`src/design/nsp_pkg.sv`:
```
// ----------------------------------------------------------------------------
// nsp_pkg: shared definitions for the nearest screen lookup
// widths, register indexes and lane types used by the interfaces and the core
// ----------------------------------------------------------------------------
package nsp_pkg;

	localparam int RECT_REGS       = 4;
	localparam int MAX_SCREENS_DEF = 4;

	localparam int COORD_W = 16;
	localparam int EDGE_W  = COORD_W + 2;
	localparam int DELTA_W = COORD_W + 1;
	localparam int DIST_W  = 18;
	localparam int INDEX_W = 2;
	localparam int COUNT_W = 3;
	localparam int CFG_IDX_W  = 3;
	localparam int CFG_DATA_W = 64;

	// configuration register indexes
	localparam logic [CFG_IDX_W-1:0] REG_SCREEN_COUNT = 3'd0;
	localparam logic [CFG_IDX_W-1:0] REG_RECT_ZERO    = 3'd1;
	localparam logic [CFG_IDX_W-1:0] REG_RECT_ONE     = 3'd2;
	localparam logic [CFG_IDX_W-1:0] REG_RECT_TWO     = 3'd3;
	localparam logic [CFG_IDX_W-1:0] REG_RECT_THREE   = 3'd4;

	typedef logic signed [COORD_W-1:0] coord_t;
	typedef logic signed [EDGE_W-1:0]  edge_t;
	typedef logic [DELTA_W-1:0]        delta_t;
	typedef logic [DIST_W-1:0]         dist_t;
	typedef logic [INDEX_W-1:0]        index_t;

	// rectangle edges of one lane after the first stage
	typedef struct packed {
		edge_t left;
		edge_t right;
		edge_t top;
		edge_t bottom;
		logic  invalid;
	} lane_edges_t;

	// per-axis distances of one lane after the second stage
	typedef struct packed {
		delta_t dx;
		delta_t dy;
	} lane_delta_t;

endpackage

```
`src/design/nsp_if.sv`:
```
// ----------------------------------------------------------------------------
// nsp_if: valid/ready channels of the nearest screen lookup
// query point channel and result channel, each with source and sink modports
// ----------------------------------------------------------------------------
interface nsp_point_if;
	import nsp_pkg::*;

	logic   valid;
	logic   ready;
	coord_t point_x;
	coord_t point_y;

	modport source (output valid, output point_x, output point_y, input ready);
	modport sink   (input valid, input point_x, input point_y, output ready);
endinterface

interface nsp_result_if;
	import nsp_pkg::*;

	logic   valid;
	logic   ready;
	index_t screen_index;
	dist_t  min_distance;

	modport source (output valid, output screen_index, output min_distance, input ready);
	modport sink   (input valid, input screen_index, input min_distance, output ready);
endinterface

```
`src/design/nearest_screen_of_point.sv`:
```
// Four register stages (edges, axis deltas, per-screen sum, lowest-index minimum)
// each advance on their own valid bit. Throughput: one point per cycle while the
// result side is ready; a stalled result side holds the full stages back.
// Reset clears the screen count, the rectangles and every stage valid bit.
// ----------------------------------------------------------------------------
// nearest_screen_of_point: nearest configured screen to a query point
// manhattan distance to each rectangle, smallest wins, ties to lowest index
// ----------------------------------------------------------------------------
module nearest_screen_of_point #(
	parameter int MAX_SCREENS = nsp_pkg::MAX_SCREENS_DEF
) (
	input  logic                             clk,
	input  logic                             arst_n,
	input  logic                             cfg_we,
	input  logic [nsp_pkg::CFG_IDX_W-1:0]    cfg_index,
	input  logic [nsp_pkg::CFG_DATA_W-1:0]   cfg_wdata,
	nsp_point_if.sink                        point,
	nsp_result_if.source                     result
);
	import nsp_pkg::*;

	localparam int NUM_LANES = (MAX_SCREENS < RECT_REGS) ? MAX_SCREENS : RECT_REGS;

	// configuration
	logic [COUNT_W-1:0]    screen_count_q;
	logic [CFG_DATA_W-1:0] rect_q [NUM_LANES];
	logic [COUNT_W-1:0]    eff_count;
	logic [NUM_LANES-1:0]  lane_en;

	always_ff @(posedge clk or negedge arst_n) begin
		if (!arst_n) begin
			screen_count_q <= '0;
			for (int l = 0; l < NUM_LANES; l++) begin
				rect_q[l] <= '0;
			end
		end else if (cfg_we) begin
			if (cfg_index == REG_SCREEN_COUNT) begin
				screen_count_q <= cfg_wdata[COUNT_W-1:0];
			end
			for (int l = 0; l < NUM_LANES; l++) begin
				if (cfg_index == REG_RECT_ZERO + CFG_IDX_W'(l)) begin
					rect_q[l] <= cfg_wdata;
				end
			end
		end
	end

	assign eff_count = (screen_count_q > COUNT_W'(NUM_LANES)) ? COUNT_W'(NUM_LANES)
	                                                          : screen_count_q;

	always_comb begin
		for (int l = 0; l < NUM_LANES; l++) begin
			lane_en[l] = COUNT_W'(l) < eff_count;
		end
	end

	// stage advance
	logic v_s1, v_s2, v_s3, v_s4;
	logic adv_s1, adv_s2, adv_s3, adv_s4;

	assign adv_s4 = !v_s4 || result.ready;
	assign adv_s3 = !v_s3 || adv_s4;
	assign adv_s2 = !v_s2 || adv_s3;
	assign adv_s1 = !v_s1 || adv_s2;
	assign point.ready = adv_s1;

	always_ff @(posedge clk or negedge arst_n) begin
		if (!arst_n) begin
			v_s1 <= 1'b0;
			v_s2 <= 1'b0;
			v_s3 <= 1'b0;
			v_s4 <= 1'b0;
		end else begin
			if (adv_s1) begin
				v_s1 <= point.valid;
			end
			if (adv_s2) begin
				v_s2 <= v_s1;
			end
			if (adv_s3) begin
				v_s3 <= v_s2;
			end
			if (adv_s4) begin
				v_s4 <= v_s3;
			end
		end
	end

	// stage 1: rectangle edges, right and bottom inclusive
	coord_t      px_s1, py_s1;
	lane_edges_t edges_s1 [NUM_LANES];

	always_ff @(posedge clk) begin
		if (adv_s1) begin
			px_s1 <= point.point_x;
			py_s1 <= point.point_y;
			for (int l = 0; l < NUM_LANES; l++) begin
				edges_s1[l].left    <= EDGE_W'(signed'(rect_q[l][15:0]));
				edges_s1[l].top     <= EDGE_W'(signed'(rect_q[l][31:16]));
				edges_s1[l].right   <= EDGE_W'(signed'(rect_q[l][15:0]))
				                     + edge_t'({2'b00, rect_q[l][47:32]}) - edge_t'(1);
				edges_s1[l].bottom  <= EDGE_W'(signed'(rect_q[l][31:16]))
				                     + edge_t'({2'b00, rect_q[l][63:48]}) - edge_t'(1);
				edges_s1[l].invalid <= (rect_q[l][47:32] == '0) || (rect_q[l][63:48] == '0);
			end
		end
	end

	// stage 2: distance along each axis
	edge_t       pxe_s1, pye_s1;
	delta_t      abs_x, abs_y;
	lane_delta_t delta_s2 [NUM_LANES];

	assign pxe_s1 = EDGE_W'(px_s1);
	assign pye_s1 = EDGE_W'(py_s1);
	assign abs_x  = px_s1[COORD_W-1] ? DELTA_W'(-pxe_s1) : DELTA_W'(pxe_s1);
	assign abs_y  = py_s1[COORD_W-1] ? DELTA_W'(-pye_s1) : DELTA_W'(pye_s1);

	always_ff @(posedge clk) begin
		if (adv_s2) begin
			for (int l = 0; l < NUM_LANES; l++) begin
				if (edges_s1[l].invalid) begin
					delta_s2[l].dx <= abs_x;
				end else if (pxe_s1 < edges_s1[l].left) begin
					delta_s2[l].dx <= DELTA_W'(edges_s1[l].left - pxe_s1);
				end else if (pxe_s1 > edges_s1[l].right) begin
					delta_s2[l].dx <= DELTA_W'(pxe_s1 - edges_s1[l].right);
				end else begin
					delta_s2[l].dx <= '0;
				end
				if (edges_s1[l].invalid) begin
					delta_s2[l].dy <= abs_y;
				end else if (pye_s1 < edges_s1[l].top) begin
					delta_s2[l].dy <= DELTA_W'(edges_s1[l].top - pye_s1);
				end else if (pye_s1 > edges_s1[l].bottom) begin
					delta_s2[l].dy <= DELTA_W'(pye_s1 - edges_s1[l].bottom);
				end else begin
					delta_s2[l].dy <= '0;
				end
			end
		end
	end

	// stage 3: manhattan distance per screen
	dist_t dist_s3 [NUM_LANES];

	always_ff @(posedge clk) begin
		if (adv_s3) begin
			for (int l = 0; l < NUM_LANES; l++) begin
				dist_s3[l] <= DIST_W'(delta_s2[l].dx) + DIST_W'(delta_s2[l].dy);
			end
		end
	end

	// stage 4: first screen at minimal distance, zero result with no screens
	dist_t  best_dist;
	index_t best_idx;
	dist_t  dist_s4;
	index_t idx_s4;

	always_comb begin
		best_dist = lane_en[0] ? dist_s3[0] : '0;
		best_idx  = '0;
		for (int l = 1; l < NUM_LANES; l++) begin
			if (lane_en[l] && dist_s3[l] < best_dist) begin
				best_dist = dist_s3[l];
				best_idx  = INDEX_W'(l);
			end
		end
	end

	always_ff @(posedge clk) begin
		if (adv_s4) begin
			dist_s4 <= best_dist;
			idx_s4  <= best_idx;
		end
	end

	assign result.valid        = v_s4;
	assign result.screen_index = idx_s4;
	assign result.min_distance = dist_s4;

`ifndef SYNTHESIS
	// a free output stage always lets a point in
	a_ready_when_drained: assert property (@(posedge clk) disable iff (!arst_n)
		result.ready |-> point.ready)
		else $error("point channel stalled while result side is ready");

	// no screens in use gives index zero and distance zero
	a_empty_result: assert property (@(posedge clk) disable iff (!arst_n)
		(result.valid && screen_count_q == '0) |->
			(result.screen_index == '0 && result.min_distance == '0))
		else $error("non-zero result with no screens");

	// the chosen screen is one that is in use
	a_index_in_range: assert property (@(posedge clk) disable iff (!arst_n)
		(result.valid && eff_count != '0) |->
			(COUNT_W'(result.screen_index) < eff_count))
		else $error("screen index beyond screen count");
`endif

endmodule

```
`src/flat_wrapper.sv`:
```
// flat-port wrapper written by rule: the top's interface ports become plain ports
module nearest_screen_of_point_flat import nsp_pkg::*;
#(
	parameter int MAX_SCREENS = nsp_pkg::MAX_SCREENS_DEF
)
  (clk, arst_n, cfg_we, cfg_index, cfg_wdata, point_valid, point_point_x, point_point_y, point_ready, result_valid, result_screen_index, result_min_distance, result_ready);
  nsp_point_if point_i ();
  nsp_result_if result_i ();
  input  logic clk;
  input  logic arst_n;
  input  logic cfg_we;
  input  logic [nsp_pkg::CFG_IDX_W-1:0] cfg_index;
  input  logic [nsp_pkg::CFG_DATA_W-1:0] cfg_wdata;
  input wire logic [$bits(point_i.valid)-1:0] point_valid;
  input wire logic [$bits(point_i.point_x)-1:0] point_point_x;
  input wire logic [$bits(point_i.point_y)-1:0] point_point_y;
  output wire logic [$bits(point_i.ready)-1:0] point_ready;
  output wire logic [$bits(result_i.valid)-1:0] result_valid;
  output wire logic [$bits(result_i.screen_index)-1:0] result_screen_index;
  output wire logic [$bits(result_i.min_distance)-1:0] result_min_distance;
  input wire logic [$bits(result_i.ready)-1:0] result_ready;
  assign point_i.valid = point_valid;
  assign point_i.point_x = point_point_x;
  assign point_i.point_y = point_point_y;
  assign point_ready = point_i.ready;
  assign result_valid = result_i.valid;
  assign result_screen_index = result_i.screen_index;
  assign result_min_distance = result_i.min_distance;
  assign result_i.ready = result_ready;
  nearest_screen_of_point #(.MAX_SCREENS(MAX_SCREENS)) u_core (.clk(clk), .arst_n(arst_n), .cfg_we(cfg_we), .cfg_index(cfg_index), .cfg_wdata(cfg_wdata), .point(point_i), .result(result_i));
endmodule
```
`config.mk`:
```
export PLATFORM = sky130hd
export DESIGN_NAME = nearest_screen_of_point_flat
export DESIGN_NICKNAME = d
export VERILOG_FILES = /design/src/design/nsp_pkg.sv /design/src/design/nsp_if.sv /design/src/design/nearest_screen_of_point.sv /design/src/flat_wrapper.sv
export SDC_FILE = /design/constraint.sdc
export NUM_CORES = 2
export LEC_CHECK = 0
export BUFFER_PORTS_ARGS = -buffer_cell sky130_fd_sc_hd__buf_2
export CAP_MARGIN = 20
export CORE_ASPECT_RATIO = 1.4
export CORE_MARGIN = 1
export CORE_UTILIZATION = 60
export CTS_CLUSTER_DIAMETER = 60
export DETAILED_ROUTE_END_ITERATION = 16
export HOLD_SLACK_MARGIN = 0.06
export PLACE_DENSITY = 0.87
export SETUP_SLACK_MARGIN = 0.3
export SLEW_MARGIN = 30
export SYNTH_ARGS = -nofsm -noshare
export SYNTH_HDL_FRONTEND = slang
export SYNTH_SLANG_ARGS = --single-unit
```
`constraint.sdc`:
```
create_clock -name clk -period 18 [get_ports clk]
set_input_delay 0.9 -clock clk [delete_from_list [all_inputs] [get_ports clk]]
set_output_delay 0.9 -clock clk [all_outputs]
set_load 0.1 [all_outputs]
```
Yosys cells after proc, flatten, opt, wreduce, memory -nomap -nowiden
Memory sizes are Yosys's and may differ from the RTL's. Index checks and enable logic that the tools add are counted.

Output and inout bits: 22. Bits of input ports: 104. Memories kept: 3. RAM bits: 500. Flip-flop bits (word level): 315. Word-level logic and storage cells: 298.

Memory list: u_core.edges_s1 (depth 4, width 73, read ports 4, clocked after memory_dff 0, wr ports 4, RTL line nearest_screen_of_point.sv:91) `lane_edges_t edges_s1 [NUM_LANES];`; u_core.delta_s2 (depth 4, width 34, read ports 4, clocked after memory_dff 0, wr ports 4, RTL line nearest_screen_of_point.sv:112) `lane_delta_t delta_s2 [NUM_LANES];`; u_core.dist_s3 (depth 4, width 18, read ports 4, clocked after memory_dff 0, wr ports 4, RTL line nearest_screen_of_point.sv:145) `dist_t dist_s3 [NUM_LANES];`.

Muxes and demuxes: 161. Add/subtract/negate cells: 38. Reduce and logical (&&, ||, !) cells: 30. Bitwise logic cells: 24. Equality and inequality tests: 4. Order comparisons: 24.

Operator list (count): $mux W17 (26); $add A16 B17 Y18 (8); $gt A16 B18 Y1 (8); $lt A16 B18 Y1 (8); $sub A18 B2 Y18 const B (8); $sub A16 B17 Y17 (8); $sub A17 B16 Y17 (8); $mux W1 (130); $logic_not A16 Y1 (8); $add A17 B17 Y18 (4); $mux W18 (4); $lt A18 B18 Y1 (3); $neg A16 Y17 (2); $or A1 B1 Y1 (24); $reduce_and A2 Y1 (5); $logic_or A1 B1 Y1 (8); $eq A3 B2 Y1 const B (2); $lt A1 B3 Y1 const A (2); $lt A2 B3 Y1 const A (2); $logic_not A1 Y1 (4); $eq A3 B1 Y1 const B (1); $eq A3 B3 Y1 const B (1); $gt A3 B3 Y1 const B (1); $logic_and A1 B1 Y1 (3); other kinds (3) (3).

Longest topological paths before layout
Word-level depth: 13. Mapped depth: 36. Gate-level depth less buffers: 31.

Least setup slack after synthesis
No wires, ideal clock.

Path kind: register to register. From: register u_core.v_s4, in the netlist u_core.result.valid. To: memory u_core.edges_s1[0][0] (netlist bit), enable pin. Required time: 15.493 ns. Path slack: 8.167 ns. Period minus slack after synthesis: 9.833 ns. Cell stages (with the launch flop): 6. Arrival time: 7.325 ns. Setup time: 2.507 ns. Path buffers: 2. Cell sequence: dfrtp_1 -> nor2b_1 -> and3_1 -> clkbuf_1 -> clkbuf_1 -> nand2_1.

RTL lines: start, declared (RTL line nearest_screen_of_point.sv:58) `logic v_s1, v_s2, v_s3, v_s4;`; start signal, assigned (RTL line nearest_screen_of_point.sv:84) `v_s4 <= v_s3;`; end, declared (RTL line nearest_screen_of_point.sv:91).

Worst setup path in the final report
From: register u_core.screen_count_q[0]. To: register u_core.dist_s4[0], in the netlist u_core.result.min_distance[0], data pin.

Cells in the longest elaborated chain, start to end: 13. Elaborated cells between the ends (all ways): 16. Classes of those cells: 8 x order compare; 5 x mux; 3 x reduce/logical.

RTL lines: start, declared (RTL line nearest_screen_of_point.sv:25) `logic [COUNT_W-1:0] screen_count_q;`; start signal, assigned (RTL line nearest_screen_of_point.sv:38) `screen_count_q <= cfg_wdata[COUNT_W-1:0];`; $gt A3 B3 Y1 (RTL line nearest_screen_of_point.sv:48) `assign eff_count = (screen_count_q > COUNT_W'(NUM_LANES)) ? COUNT_W'(NUM_LANES)`; $mux W3 * (RTL line nearest_screen_of_point.sv:48); $lt A1 B3 Y1 (RTL line nearest_screen_of_point.sv:53) `lane_en[l] = COUNT_W'(l) < eff_count;`; $mux W18 (RTL line nearest_screen_of_point.sv:162) `best_dist = lane_en[0] ? dist_s3[0] : '0;`; $lt A18 B18 Y1 (RTL line nearest_screen_of_point.sv:165) `if (lane_en[l] && dist_s3[l] < best_dist) begin`; $logic_and A1 B1 Y1 (RTL line nearest_screen_of_point.sv:165); $mux W18 (RTL line nearest_screen_of_point.sv:165); $lt A18 B18 Y1 (RTL line nearest_screen_of_point.sv:165); $logic_and A1 B1 Y1 (RTL line nearest_screen_of_point.sv:165); $mux W18 (RTL line nearest_screen_of_point.sv:165); $lt A18 B18 Y1 (RTL line nearest_screen_of_point.sv:165); $logic_and A1 B1 Y1 (RTL line nearest_screen_of_point.sv:165); $mux W18 * (RTL line nearest_screen_of_point.sv:165); via u_core.best_dist[0] (RTL line nearest_screen_of_point.sv:156) `dist_t best_dist;`; end signal, assigned (RTL line nearest_screen_of_point.sv:174) `dist_s4 <= best_dist;`; end, declared (RTL line nearest_screen_of_point.sv:158) `dist_t dist_s4;`.

The timed path passes the listed nets; every way through them passes the cells marked *. A chain may end at the register's enable or synchronous reset.

==> results.py <==
metrics = {
    "timing": {
        "fin_crit_sh": 0.4420,
        "finalMaxSlewViolations": 0,
        "finalSetupViolCount": 0,
        "worst_clock_skew_ns": 0.05503,
        "setup_tns_ns": 0,
        "slew_headroom": 0.3056,
        "tightest_slew_ns": 1.042,
        "rsz0062_at_grt": "false",
        "period_minus_slack_ns": 7.957,
        "max_freq_mhz": 125.7,
        "worst_slack_ns": 10.04,
        "hold_viol_final": 0,
    },
    "yosys": {
        "yosysTopAreaCellShare": 0.2795,
        "synth_largest_area_cell": "edfxtp_1",
        "yosysSeqAreaShare": 0.3938,
        "postSynthAreaPerCell_um2": 9.557,
        "ys_warn_count": 0,
        "synth_top_flop_cell": "edfxtp_1",
        "synthesis.instances": 6026,
        "synth.area.top_cells": "edfxtp_1, ha_1, dfrtp_1",
        "synthArstFlopShare": 0.3292,
        "ys_ff_latch": 799,
        "syn-num-nets": 6942,
        "ys_types": 83,
        "synth-edff-count": 536,
        "netlist_area_mm2": 0.05759,
    },
    "critical_path": {
        "cpPeakStageDelay_ns": 0.50,
        "critical_path.startpoint_type": "register",
        "critPathKind": "reg2reg",
        "cp.required_ns": 18.44,
        "cp-end-kind": "register",
        "reg2reg_slack_ns": 10.04,
        "cpMaxStageDelayCell": "a2111oi_4",
        "crit_fanout": 36,
        "r2r-start": "u_core.screen_count_q[0]$_DFFE_PN0P_",
        "crit_arrival_ns": 8.40,
        "startpoint": "u_core.screen_count_q[0]$_DFFE_PN0P_",
    },
    "clock_tree": {
        "cts.clk_slew.worst_paths_ns": 0.07,
        "hold_buffers": 0,
        "h-tree-depth": 3,
        "cts_setup_buffers": 0,
        "cts-root-buf": "clkbuf_16",
        "cts_buffers": 82,
        "cts_tree": "done",
        "clock_latency_ns": 0.71,
        "clock_path_buffers": 3,
        "cts_resized": 0,
        "cts_sinks": 799,
    },
    "worst_hold_path": {
        "hp-class": "in2async",
    },
    "finish": {
        "drive_above_1_share": 0.07103,
        "stdcell_area_mm2": 0.06272,
        "areaGrowthSynthToFinish_pct": 8.912,
        "nets": 7099,
    },
    "global_route": {
        "grt_pass1_wl_mm": 271.5,
        "grt_max_degree": 149,
        "use_met3": 0.06585,
        "grtUsageMet2": 0.5907,
        "overflow": 0,
        "grt_use_total": 0.3740,
        "grt_pass1_vias": 44690,
        "use_met1": 0.4781,
        "antenna_found_initial": 6,
        "grt.busiest_layer": "met2",
    },
    "place": {
        "dpl-instance-area_mm2": 0.05985,
        "gp_congestion": 1.042,
        "port_buffers": 125,
        "pre_cts_ws_ns": 9.737,
        "dp.final_hpwl_mm": 143.6,
    },
    "power": {
        "p_leak_nw": 29.53,
        "ir_drop_uv": 131.2,
        "power.total_mw": 12.34,
        "power_density_mw_per_mm2": 196.8,
    },
    "floorplan": {
        "row_count": 134,
        "die_h_um": 368.6,
        "die_width_um": 263.8,
        "io_pins": 126,
        "start_util": 0.6047,
        "coreArea_mm2": 0.09523,
        "dieArea_mm2": 0.09724,
    },
    "detailed_routing": {
        "drt-total-wl_mm": 184.7,
        "drt_iter0_drc": 5705,
        "drcViolationCount": 0,
        "routedWlPerCell_um": 24.69,
        "vias": 47050,
        "dr.pass1.iters": 9,
        "vias_per_cell": 6.289,
        "ant_nets": 0,
    },
    "outcome": {
        "status": "complete, no violations",
    },
    "run": {
        "maxCapViolCount": 0,
    },
}
## layout make-up
class	count	area, um^2
inverters	1037	3892
clock inverters	48	589.3
multi-input cells	4083	30660
flip-flops and latches	799	22680
well taps	1224	1531
repair buffers	180	1117
clock buffers	104	2236
fillers	7215	32510
diodes	6	15.01
## state kept, by name, indices dropped and copies added, names as in the netlist
signal and cells:
u_core.delta_s2 136, u_core.dist_s3 72, u_core.edges_s1 276, u_core.px_s1 16, u_core.py_s1 16, u_core.rect_q 256
u_core.result.min_distance 18, u_core.result.screen_index 2, u_core.result.valid 1, u_core.screen_count_q 3, u_core.v_s1 1, u_core.v_s2 1
u_core.v_s3 1
## routing by layer
metal / vias to the layer above / wire [um] / share of wire
li1: 21380 / - / -
met1: 22550 / 70630 / 0.38
met2: 2550 / 83020 / 0.45
met3: 564 / 18020 / 0.098
met4: 2 / 13000 / 0.070
met5: - / 15 / 0.000081
## power breakdown
group | switching [mW] | internal (mW) | leakage, nW
clock | 0.802 | 1.00 | 1.37
combinational | 4.29 | 2.68 | 19.4
sequential | 0.585 | 2.98 | 8.80
## cell usage after synthesis (110+ instances only)
cell type and instances:
a21o_1 161, inv_1 1036, edfxtp_1 536, dfrtp_1 263, o21ai_0 429, xnor2_1 242, a21oi_1 284, nand2_1 381
nor2_1 334, nor3_1 110, nor2b_1 111, ha_1 776
## cells by family (layout without fill, tap and decap cells)
kind of cell / after synthesis / after routing / share of synthesized area
other: 0 / 6 / 0
XOR/XNOR: 349 / 349 / 0.05308
multiplexers: 118 / 118 / 0.02218
buffers and inverters: 1144 / 1369 / 0.07509
adder cells (fa/ha/maj): 812 / 812 / 0.1811
AND/OR/NAND/NOR: 1411 / 1411 / 0.1190
flip-flops: 799 / 799 / 0.3938
AO/OA/AOI/OAI: 1393 / 1393 / 0.1557
## placed cells by master, fill, tap and decap left out, types with 73 or more instances in the layout
cell       count
inv_1       1035
buf_2        124
a21o_1       161
a21oi_1      284
xor2_1       107
nand3_1      106
mux2_2        73
edfxtp_1     536
dfrtp_1      263
nor2_1       327
o21ai_0      429
nor2b_1      111
ha_1         776
xnor2_1      242
nor3_1       109
clkbuf_16     83
nand2_1      378
## critical path, delay by kind of cell, from the launching register on
kind                       cells  cell delay, ns
muxes                          2            0.65
and+or+nand+nor                7            1.78
AOI/OAI and AO/OA             16            3.11
DFF                            1            0.41
buffers and inverters          4            0.91
adders and majority gates      3            0.85
## final timing paths
kind                                                           endpoint  depth (start not counted)
worst min register to register         u_core.edges_s1[0][98]$_DFFE_PP_                          0
max in group asynchronous                 u_core.rect_q[66]$_DFFE_PN0P_                          3
worst max-delay path            u_core.result.min_distance[0]$_DFFE_PP_                         32
worst min-delay path                      u_core.rect_q[94]$_DFFE_PN0P_                          1
worst max register to register  u_core.result.min_distance[0]$_DFFE_PP_                         32
min in group clk                              u_core.py_s1[4]$_DFFE_PP_                          1
## through the flow
| stage | util | std cells | hold slack (ns) |
|---|---|---|---|
| after global placement | 0.6281 | 7321 | 0.4285 |
| after global routing | 0.6585 | 7475 | 0.08471 |
| after floorplan | - | 6026 | 0.4249 |
| after CTS | 0.6581 | 7474 | 0.3095 |
| final | 0.6586 | 7481 | 0.07831 |
| after detailed placement | 0.6284 | 7322 | 0.4298 |
Power figures use the tool's default switching activity.
